<file path="config.mk">
export PLATFORM = sky130hd
export DESIGN_NAME = kf2s_div
export DESIGN_NICKNAME = d
export VERILOG_FILES = /design/src/rtl/kf2s_pkg.sv /design/src/rtl/kf2s_div.sv
export SDC_FILE = /design/constraint.sdc
export NUM_CORES = 1
export LEC_CHECK = 0
export BUFFER_PORTS_ARGS = -buffer_cell sky130_fd_sc_hd__buf_2
export CORE_ASPECT_RATIO = 0.7
export CORE_MARGIN = 10
export CORE_UTILIZATION = 35
export CTS_BUF_LIST = sky130_fd_sc_hd__clkbuf_16
export CTS_CLUSTER_SIZE = 12
export DETAILED_ROUTE_END_ITERATION = 12
export GPL_ROUTABILITY_DRIVEN = 0
export PLACE_DENSITY = 0.52
export SETUP_SLACK_MARGIN = 0.3
export SYNTH_ARGS = -nofsm -noshare
export SYNTH_HDL_FRONTEND = slang
export SYNTH_SLANG_ARGS = --single-unit
export TNS_END_PERCENT = 10
</file>
<file path="constraint.sdc">
create_clock -name clk -period 3.1 [get_ports clk]
set_input_delay 0.155 -clock clk [delete_from_list [all_inputs] [get_ports clk]]
set_output_delay 0.155 -clock clk [all_outputs]
set_load 0.02 [all_outputs]
</file>
<file path="src/rtl/kf2s_pkg.sv">
//------------------------------------------------------------------------------
// kf2s_pkg
// Types, constants and fixed point helpers for the two-state Kalman filter.
//------------------------------------------------------------------------------
package kf2s_pkg;

  localparam int WORD_W        = 32;
  localparam int CFG_W         = 64;
  localparam int CFG_IDX_W     = 3;
  localparam int DEF_FRAC_BITS = 16;
  localparam int DEF_STATE_ORD = 2;
  localparam int ACC_W         = 40;

  localparam logic [CFG_IDX_W-1:0] REG_TRANS0 = 3'd0;
  localparam logic [CFG_IDX_W-1:0] REG_TRANS1 = 3'd1;
  localparam logic [CFG_IDX_W-1:0] REG_CTRL   = 3'd2;
  localparam logic [CFG_IDX_W-1:0] REG_MEAS   = 3'd3;
  localparam logic [CFG_IDX_W-1:0] REG_NOISE  = 3'd4;
  localparam logic [CFG_IDX_W-1:0] REG_RNOISE = 3'd5;
  localparam logic [CFG_IDX_W-1:0] REG_MAP0   = 3'd6;
  localparam logic [CFG_IDX_W-1:0] REG_MAP1   = 3'd7;

  typedef enum logic [2:0] {
    ST_IDLE,
    ST_MAC,
    ST_DIV,
    ST_DONE,
    ST_OUT
  } state_t;

  // divider control between sequencer and divider
  typedef struct packed {
    logic start;
    logic busy;
    logic done;
  } div_ctl_t;

  function automatic logic signed [WORD_W-1:0] sat_word(input logic signed [ACC_W-1:0] v);
    logic signed [ACC_W-1:0] hi;
    logic signed [ACC_W-1:0] lo;
    begin
      hi = ACC_W'(signed'(33'sh0_7FFF_FFFF));
      lo = -hi - ACC_W'(1);
      if (v > hi) sat_word = 32'sh7FFF_FFFF;
      else if (v < lo) sat_word = 32'sh8000_0000;
      else sat_word = v[WORD_W-1:0];
    end
  endfunction

endpackage

</file>
<file path="src/rtl/kf2s_div.sv">
//------------------------------------------------------------------------------
// kf2s_div
// Radix-2 restoring divider: (num * 2^FRAC_BITS) / den, den > 0, truncated
// toward zero and saturated to 32 bits. One quotient bit per cycle.
//------------------------------------------------------------------------------
module kf2s_div #(
  parameter int FRAC_BITS = kf2s_pkg::DEF_FRAC_BITS
) (
  input  logic                               clk,
  input  logic                               rst,
  input  logic                               start,
  input  logic signed [kf2s_pkg::WORD_W-1:0] num,
  input  logic signed [kf2s_pkg::WORD_W-1:0] den,
  output kf2s_pkg::div_ctl_t                 status,
  output logic signed [kf2s_pkg::WORD_W-1:0] quot
);
  import kf2s_pkg::*;

  localparam int DIVD_W = WORD_W + FRAC_BITS;
  localparam int CNT_W  = $clog2(DIVD_W + 1);

  logic [DIVD_W-1:0] dvd;
  logic [DIVD_W-1:0] q;
  logic [WORD_W:0]   rem;
  logic [WORD_W-1:0] dsr;
  logic [CNT_W-1:0]  cnt;
  logic              neg;
  logic              busy;
  logic              done;
  logic [WORD_W:0]   trial;
  logic [WORD_W:0]   shifted;
  logic              fits;
  logic [DIVD_W:0]   qmag;

  assign shifted = {rem[WORD_W-1:0], dvd[DIVD_W-1]};
  assign trial   = shifted - {1'b0, dsr};
  assign fits    = !trial[WORD_W];

  always_ff @(posedge clk) begin
    if (rst) begin
      busy <= 1'b0;
      done <= 1'b0;
      cnt  <= '0;
    end else begin
      done <= 1'b0;
      if (start) begin
        busy <= 1'b1;
        cnt  <= CNT_W'(DIVD_W);
      end else if (busy) begin
        cnt <= cnt - CNT_W'(1);
        if (cnt == CNT_W'(1)) begin
          busy <= 1'b0;
          done <= 1'b1;
        end
      end
    end
  end

  always_ff @(posedge clk) begin
    if (start) begin
      neg <= num[WORD_W-1];
      dvd <= {(num[WORD_W-1] ? WORD_W'(-num) : WORD_W'(num)), {FRAC_BITS{1'b0}}};
      dsr <= den;
      rem <= '0;
      q   <= '0;
    end else if (busy) begin
      rem <= fits ? trial : shifted;
      dvd <= {dvd[DIVD_W-2:0], 1'b0};
      q   <= {q[DIVD_W-2:0], fits};
    end
  end

  // magnitude of -2^31 fits as unsigned in the low word
  always_comb begin
    qmag = neg ? -{1'b0, q} : {1'b0, q};
    if (!neg && q > DIVD_W'(32'h7FFF_FFFF)) quot = 32'sh7FFF_FFFF;
    else if (neg && q > DIVD_W'(33'h0_8000_0000)) quot = 32'sh8000_0000;
    else quot = qmag[WORD_W-1:0];
  end

  assign status = '{start: start, busy: busy, done: done};

endmodule

</file>
Word level (Yosys, flattened, before mapping)

Index checks and enable logic that the tools add are counted.

Add/subtract/negate cells: 4
Magnitude comparators: 2
Eq/ne operators: 1
Mux-type cells: 13
Bitwise operators: 1
Reduce and logical (&&, ||, !) cells: 7

Operator list:

| operator                                                         | number |
|---|---|
| 2-to-1 mux 32 bit                                                | 5 |
| 2-to-1 mux 48 bit                                                | 2 |
| negator 32 bit                                                   | 2 |
| greater-than comparator 48 x 31 -> 1 bit (second input constant) | 1 |
| greater-than comparator 48 x 32 -> 1 bit (second input constant) | 1 |
| subtractor 33 x 32 -> 33 bit                                     | 1 |
| 2-to-1 mux 6 bit                                                 | 2 |
| == test 6 x 1 -> 1 bit (second input constant)                   | 1 |
| subtractor 6 x 1 -> 6 bit (second input constant)                | 1 |
| 2-to-1 mux 1 bit                                                 | 4 |
| OR reduction 3 bit                                               | 1 |
| logical AND 1 bit                                                | 2 |
| logical NOT 1 bit                                                | 2 |
| nonzero test 2 bit                                               | 1 |
| OR reduction 2 bit                                               | 1 |
| inverter 1 bit                                                   | 1 |

Register bits after elaboration: 153
Bits of input ports: 67
Output and inout port bits: 35
Logic and storage cells: 37

Logic depth before layout (Yosys ltp)

Depth in word-level cells: 4
Mapped depth: 13
Mapped depth without buffers: 12

Least setup slack after synthesis

Ideal clock, no wire load.

Path type: reg-to-reg
Start: register dvd[47]
End: register rem[23]
Setup time: 0.120 ns
Data arrival time: 2.744 ns
Required time: 2.980 ns
Path slack: 0.236 ns
Cell stages (with the launch flop): 14
Buffers on the path: 1
Period minus slack after synthesis: 2.864 ns
Cell sequence: edfxtp_1 inv_1 ha_1 fa_1 nand2b_1 a21oi_1 o211ai_1 a31oi_1 nor2_1 o21ai_2 xor2_4 buf_2 mux2i_1 o21ai_1

Word-level cells in the longest chain between the ends: 2

Ends and longest elaborated chain:

| what                         | line           | text |
|---|---|---|
| start: declaration           | kf2s_div.sv:22 | `logic [DIVD_W-1:0] dvd;` |
| start signal: assignment     | kf2s_div.sv:62 | `dvd <= {(num[WORD_W-1] ? WORD_W'(-num) : WORD_W'(num)), {FRAC_BITS{1'b0}}};` |
| start signal: assignment     | kf2s_div.sv:68 | `dvd <= {dvd[DIVD_W-2:0], 1'b0};` |
| subtractor 33 x 32 -> 33 bit | kf2s_div.sv:36 | `assign trial = shifted - {1'b0, dsr};` |
| 2-to-1 mux 32 bit            | kf2s_div.sv:67 | `rem <= fits ? trial : shifted;` |
| end signal: assignment       | kf2s_div.sv:67 |  |
| end: declaration             | kf2s_div.sv:24 | `logic [WORD_W:0] rem;` |

Every way passes these cells.
A chain may end at the register's enable or synchronous reset.

Final worst setup path

Start: register q[7]
End: output port quot[31] in the netlist's numbering

Word-level cells in the longest chain between the ends: 4
Elaborated cells on any way between the ends: 8
Classes of those cells: add/sub: 1; order compare: 2; mux: 3; reduce/logical: 2

Ends and longest elaborated chain:

| what                                                                       | line                           | text |
|---|---|---|
| start: declaration                                                         | kf2s_div.sv:23                 | `logic [DIVD_W-1:0] q;` |
| start signal: assignment                                                   | kf2s_div.sv:69                 | `q <= {q[DIVD_W-2:0], fits};` |
| negator 32 bit or greater-than comparator 48 x 32 -> 1 bit (tied branches) | kf2s_div.sv:75, kf2s_div.sv:77 |  |
| 2-to-1 mux 32 bit or logical AND 1 bit (tied branches)                     | kf2s_div.sv:75, kf2s_div.sv:77 |  |
| 2-to-1 mux 32 bit                                                          | kf2s_div.sv:77                 | `else if (neg && q > DIVD_W'(33'h0_8000_0000)) quot = 32'sh8000_0000;` |
| 2-to-1 mux 32 bit *                                                        | kf2s_div.sv:76                 | `if (!neg && q > DIVD_W'(32'h7FFF_FFFF)) quot = 32'sh7FFF_FFFF;` |
| end: declaration                                                           | kf2s_div.sv:15                 | `output logic signed [kf2s_pkg::WORD_W-1:0] quot` |

Mark *: on every way between the ends. The rest lies on a longest branch, timed or not.

==> reports/qor.csv <==
metric,value,unit
crit_type,reg2out,
wl_per_cell,15.5,um
fin_ws,-0.0565,ns
place_hpwl,16000,um
yosysWarnings,0,
startpoint,q[7]$_SDFFE_PP0P_,
synth-simple-area-share,16.6,%
crit_buf_inv,1,
p_seq_share,41.2,%
synth_fa_ha_area_share,5.10,%
syn_avg_cell_area,9.14,um2
setup_viol,19,
worst_pin_slew,0.798,ns
synth.distinct_cells,69,
port_buffers,101,
end_kind,primary output,
rr_startpoint,dsr[7]$_DFFE_PP_,
vdd_drop_max,0.419,mV
synth_fp_nets,1113,
rr_worst_depth,12,
dieHeight,156,um
total_power,5.60,mW
final.setup_skew,0.0121,ns
overflow,0,
die_area,33300,um2
synth-xor-area-share,8.66,%
cp_common_cell,o21a_4,
synthCells,1009,
violations,negative setup slack,
syn-cell-area,9220,um2
start_util,35.7,%
critPathRequiredTime,2.94,ns
maxSlewViolCount,0,
num_vias,7524,
drive_gt1_share,19.9,%
die_w,214,um
fin_util,44.7,%
power_frac_comb,17.9,%
synth_top_family_by_area,simple AND/OR/NAND/NOR gates,
cp_slowest_cell,or4_4,
drt_iter0_drc,422,
p_sw_share,26.9,%
ys_ff_latch,153,
grt_first_pass_wirelength,39100,um
grt_pass1_vias,7471,
placement.setup.worst_slack,0.0932,ns
antenna_found_initial,2,
hold_class,in2reg,
crit_end,quot[31],
synth_top_area_share,21.2,%
drv_cap,0,
ys.flop_type,dfxtp_1,
viasPerCell,4.97,
cpPeakStageDelay,0.51,ns
cts_max_level,4,
synthMuxAreaShare,8.82,%
async_flop_share,0,%
cts_buffers,17,
synth-edff-count,65,
period_needed,3.16,ns
leakagePower,4.73,nW
track_usage,14.1,%
area_growth,25.0,%
r2r_end,rem[31]$_SDFFE_PP0P_,
synth_top_area_cell,edfxtp_1,
antenna_left,0,
path_clk_slew,0.06,ns
rows,49,
coreArea,25800,um2
synth-compound-area-share,15.9,%
ios,102,
grt_max_degree,69,
yosys-top-cells-area,"edfxtp_1 (21%), dfxtp_1 (19%), mux2i_1 (8.6%)",
clockRootBuffer,clkbuf_16,
post-route-period-util,102,%
hold_violations,0,
ys_seq_area_share,40.3,%
clock_latency,0.44,ns
min-delay-start,num[0],
worstPathCellList,or4_4 -> or2_4 -> nor2_4 -> nand4_2 -> or3_4 -> o21a_4 -> o21a_4 -> o21a_1 -> buf_6,
startpoint_type,flop,
intPower,4.09,mW
drc_errors,0,
path_max_fanout,8,
rrSetupSlack,0.13,ns
slew_headroom,46.6,%
drt_wl_total,23500,um
crit_cells,9,
power_density,486,nW/um2
rsz0062_at_grt,true,
first_pass_iters,5,
final_cell_area,11500,um2
fmax,0.317,GHz
fin_nets,1247,
placed_area,10100,um2
tritoncts,done,
cts_num_sinks,153,
switchingPower,1.50,mW
cts_buffer_depth,2,
worstPathArrival,3.00,ns
critPathTopFamily,simple AND/OR/NAND/NOR gates,
power_frac_clock,40.9,%
outcome,"finished, violations left",
## worst register-to-register path, stage by stage, from the launching register on
cell	delay, ns
edfxtp_1	0.32
inv_1	0.04
ha_1	0.38
nand2_1	0.13
nor3_1	0.26
o311ai_1	0.19
a21oi_2	0.23
o211ai_1	0.15
a311oi_1	0.32
buf_4	0.18
mux2i_1	0.18
o2111ai_1	0.12
a311o_1	0.36
## state kept, by name (all words and copies together), names as in the netlist
register and count:
q 48, done 1, busy 1, cnt 6, dsr 32, neg 1
rem 32, dvd 32
## worst min-delay path by stage
stage,depth (start not counted),end,slack (ns)
CTS,2,dvd[16]$_SDFFCE_PN0P_,0.01
floorplan,0,dsr[0]$_DFFE_PP_,0.25
detailed placement,1,dsr[4]$_DFFE_PP_,0.33
finish,2,dvd[16]$_SDFFCE_PN0P_,0.03
global route,2,dvd[16]$_SDFFCE_PN0P_,0.03
global placement,1,dsr[7]$_DFFE_PP_,0.33
## Yosys cell counts (6+ instances only)
| cell | n |
|---|---|
| o21ai_0 | 35 |
| nand3_1 | 17 |
| nor4_1 | 8 |
| nand2b_1 | 12 |
| or4_1 | 7 |
| xor2_1 | 67 |
| a21o_1 | 9 |
| a21oi_1 | 61 |
| mux2i_1 | 79 |
| xnor2_1 | 21 |
| edfxtp_1 | 65 |
| nand3b_1 | 6 |
| o21ai_1 | 36 |
| dfxtp_1 | 88 |
| or3_1 | 7 |
| nand2_1 | 63 |
| ha_1 | 36 |
| inv_1 | 49 |
| nor3b_1 | 8 |
| o21a_1 | 6 |
| o31ai_1 | 15 |
| o41ai_1 | 10 |
| a211oi_1 | 24 |
| nor2_1 | 139 |
| clkbuf_1 | 35 |
| nor3_1 | 15 |
| buf_1 | 9 |
## placed cells by master, fill, tap and decap left out, types with 5 or more instances in the layout
cell           Yosys  routed
buf_2              2      69
o21bai_1           5       5
nor3b_1            8       7
o21a_1             6       5
nor2_1           139     138
nand3b_1           6       6
a21oi_1           61      55
xor2_1            67      67
clkbuf_16          0      17
nor3_1            15      14
a21oi_2            0       5
ha_2               0       5
nand2b_1          12      10
or3_1              7       7
buf_6              5      12
o21ai_1           36      29
edfxtp_1          65      65
o21ai_0           35      33
dfxtp_1           88      84
xnor2_1           21      21
a21o_1             9       9
o41ai_1           10      10
buf_4              3      49
a211oi_1          24      21
nor4_1             8       7
nand3_1           17      15
o21ai_2            1      10
mux2i_1           79      79
o31ai_1           15      14
bufinv_16          0       5
inv_1             49      50
dlygate4sd3_1      0      33
or4_1              7       5
ha_1              36      30
nand2_1           63      63
## cell families after synthesis
family	after synthesis
compound gates	231
xor+xnor	89
fa+ha+maj	37
buf+inv	103
flops	153
mux	81
simple gates	315
## stage by stage
step                      setup TNS (ns)  hold slack [ns]  std cells
after CTS                          -1.31           0.0142       1512
after global placement                 0            0.332       1436
final                             -0.545           0.0283       1514
after detailed placement               0            0.333       1436
after global routing               -3.80           0.0261       1514
after floorplan                        0            0.254       1009
## layout make-up
cell class                 count  area [um2]
fill                        2523       14300
sequential                   153        3730
clock buffer                  17         425
timing repair buffer         166        1240
inverter                      49         184
multi-input combinational    756        5300
tap                          357         447
clock inverter                15         206
antenna                        1        2.50
## layer usage
metal  track usage [%]  up-vias  routed length [um]
met3              3.37       18                 832
met2              20.1      108                9730
met4              3.76        2                 215
met1              20.5     3530               12700
met5                 0        -                   7
li1                  -     3866                   -
## what timing repair did
action,4_1_cts,5_1_grt
endpoints found under the setup margin,63,65
buffers inserted,9,0
endpoints found under the hold margin,36,0
hold buffers,33,0
gates resized for setup,64,35
gates cloned,2,1
pin swaps,45,38
## power groups by stage
stage,Clock (mW),Sequential (mW),Combinational [mW]
floorplan,0,2.32,0.693
global placement,0,2.35,0.917
detailed placement,0,2.35,0.916
CTS,2.35,2.31,0.981
global route,2.44,2.32,1.12
finish,2.29,2.31,1.00
(Power assumes the default switching activity.)
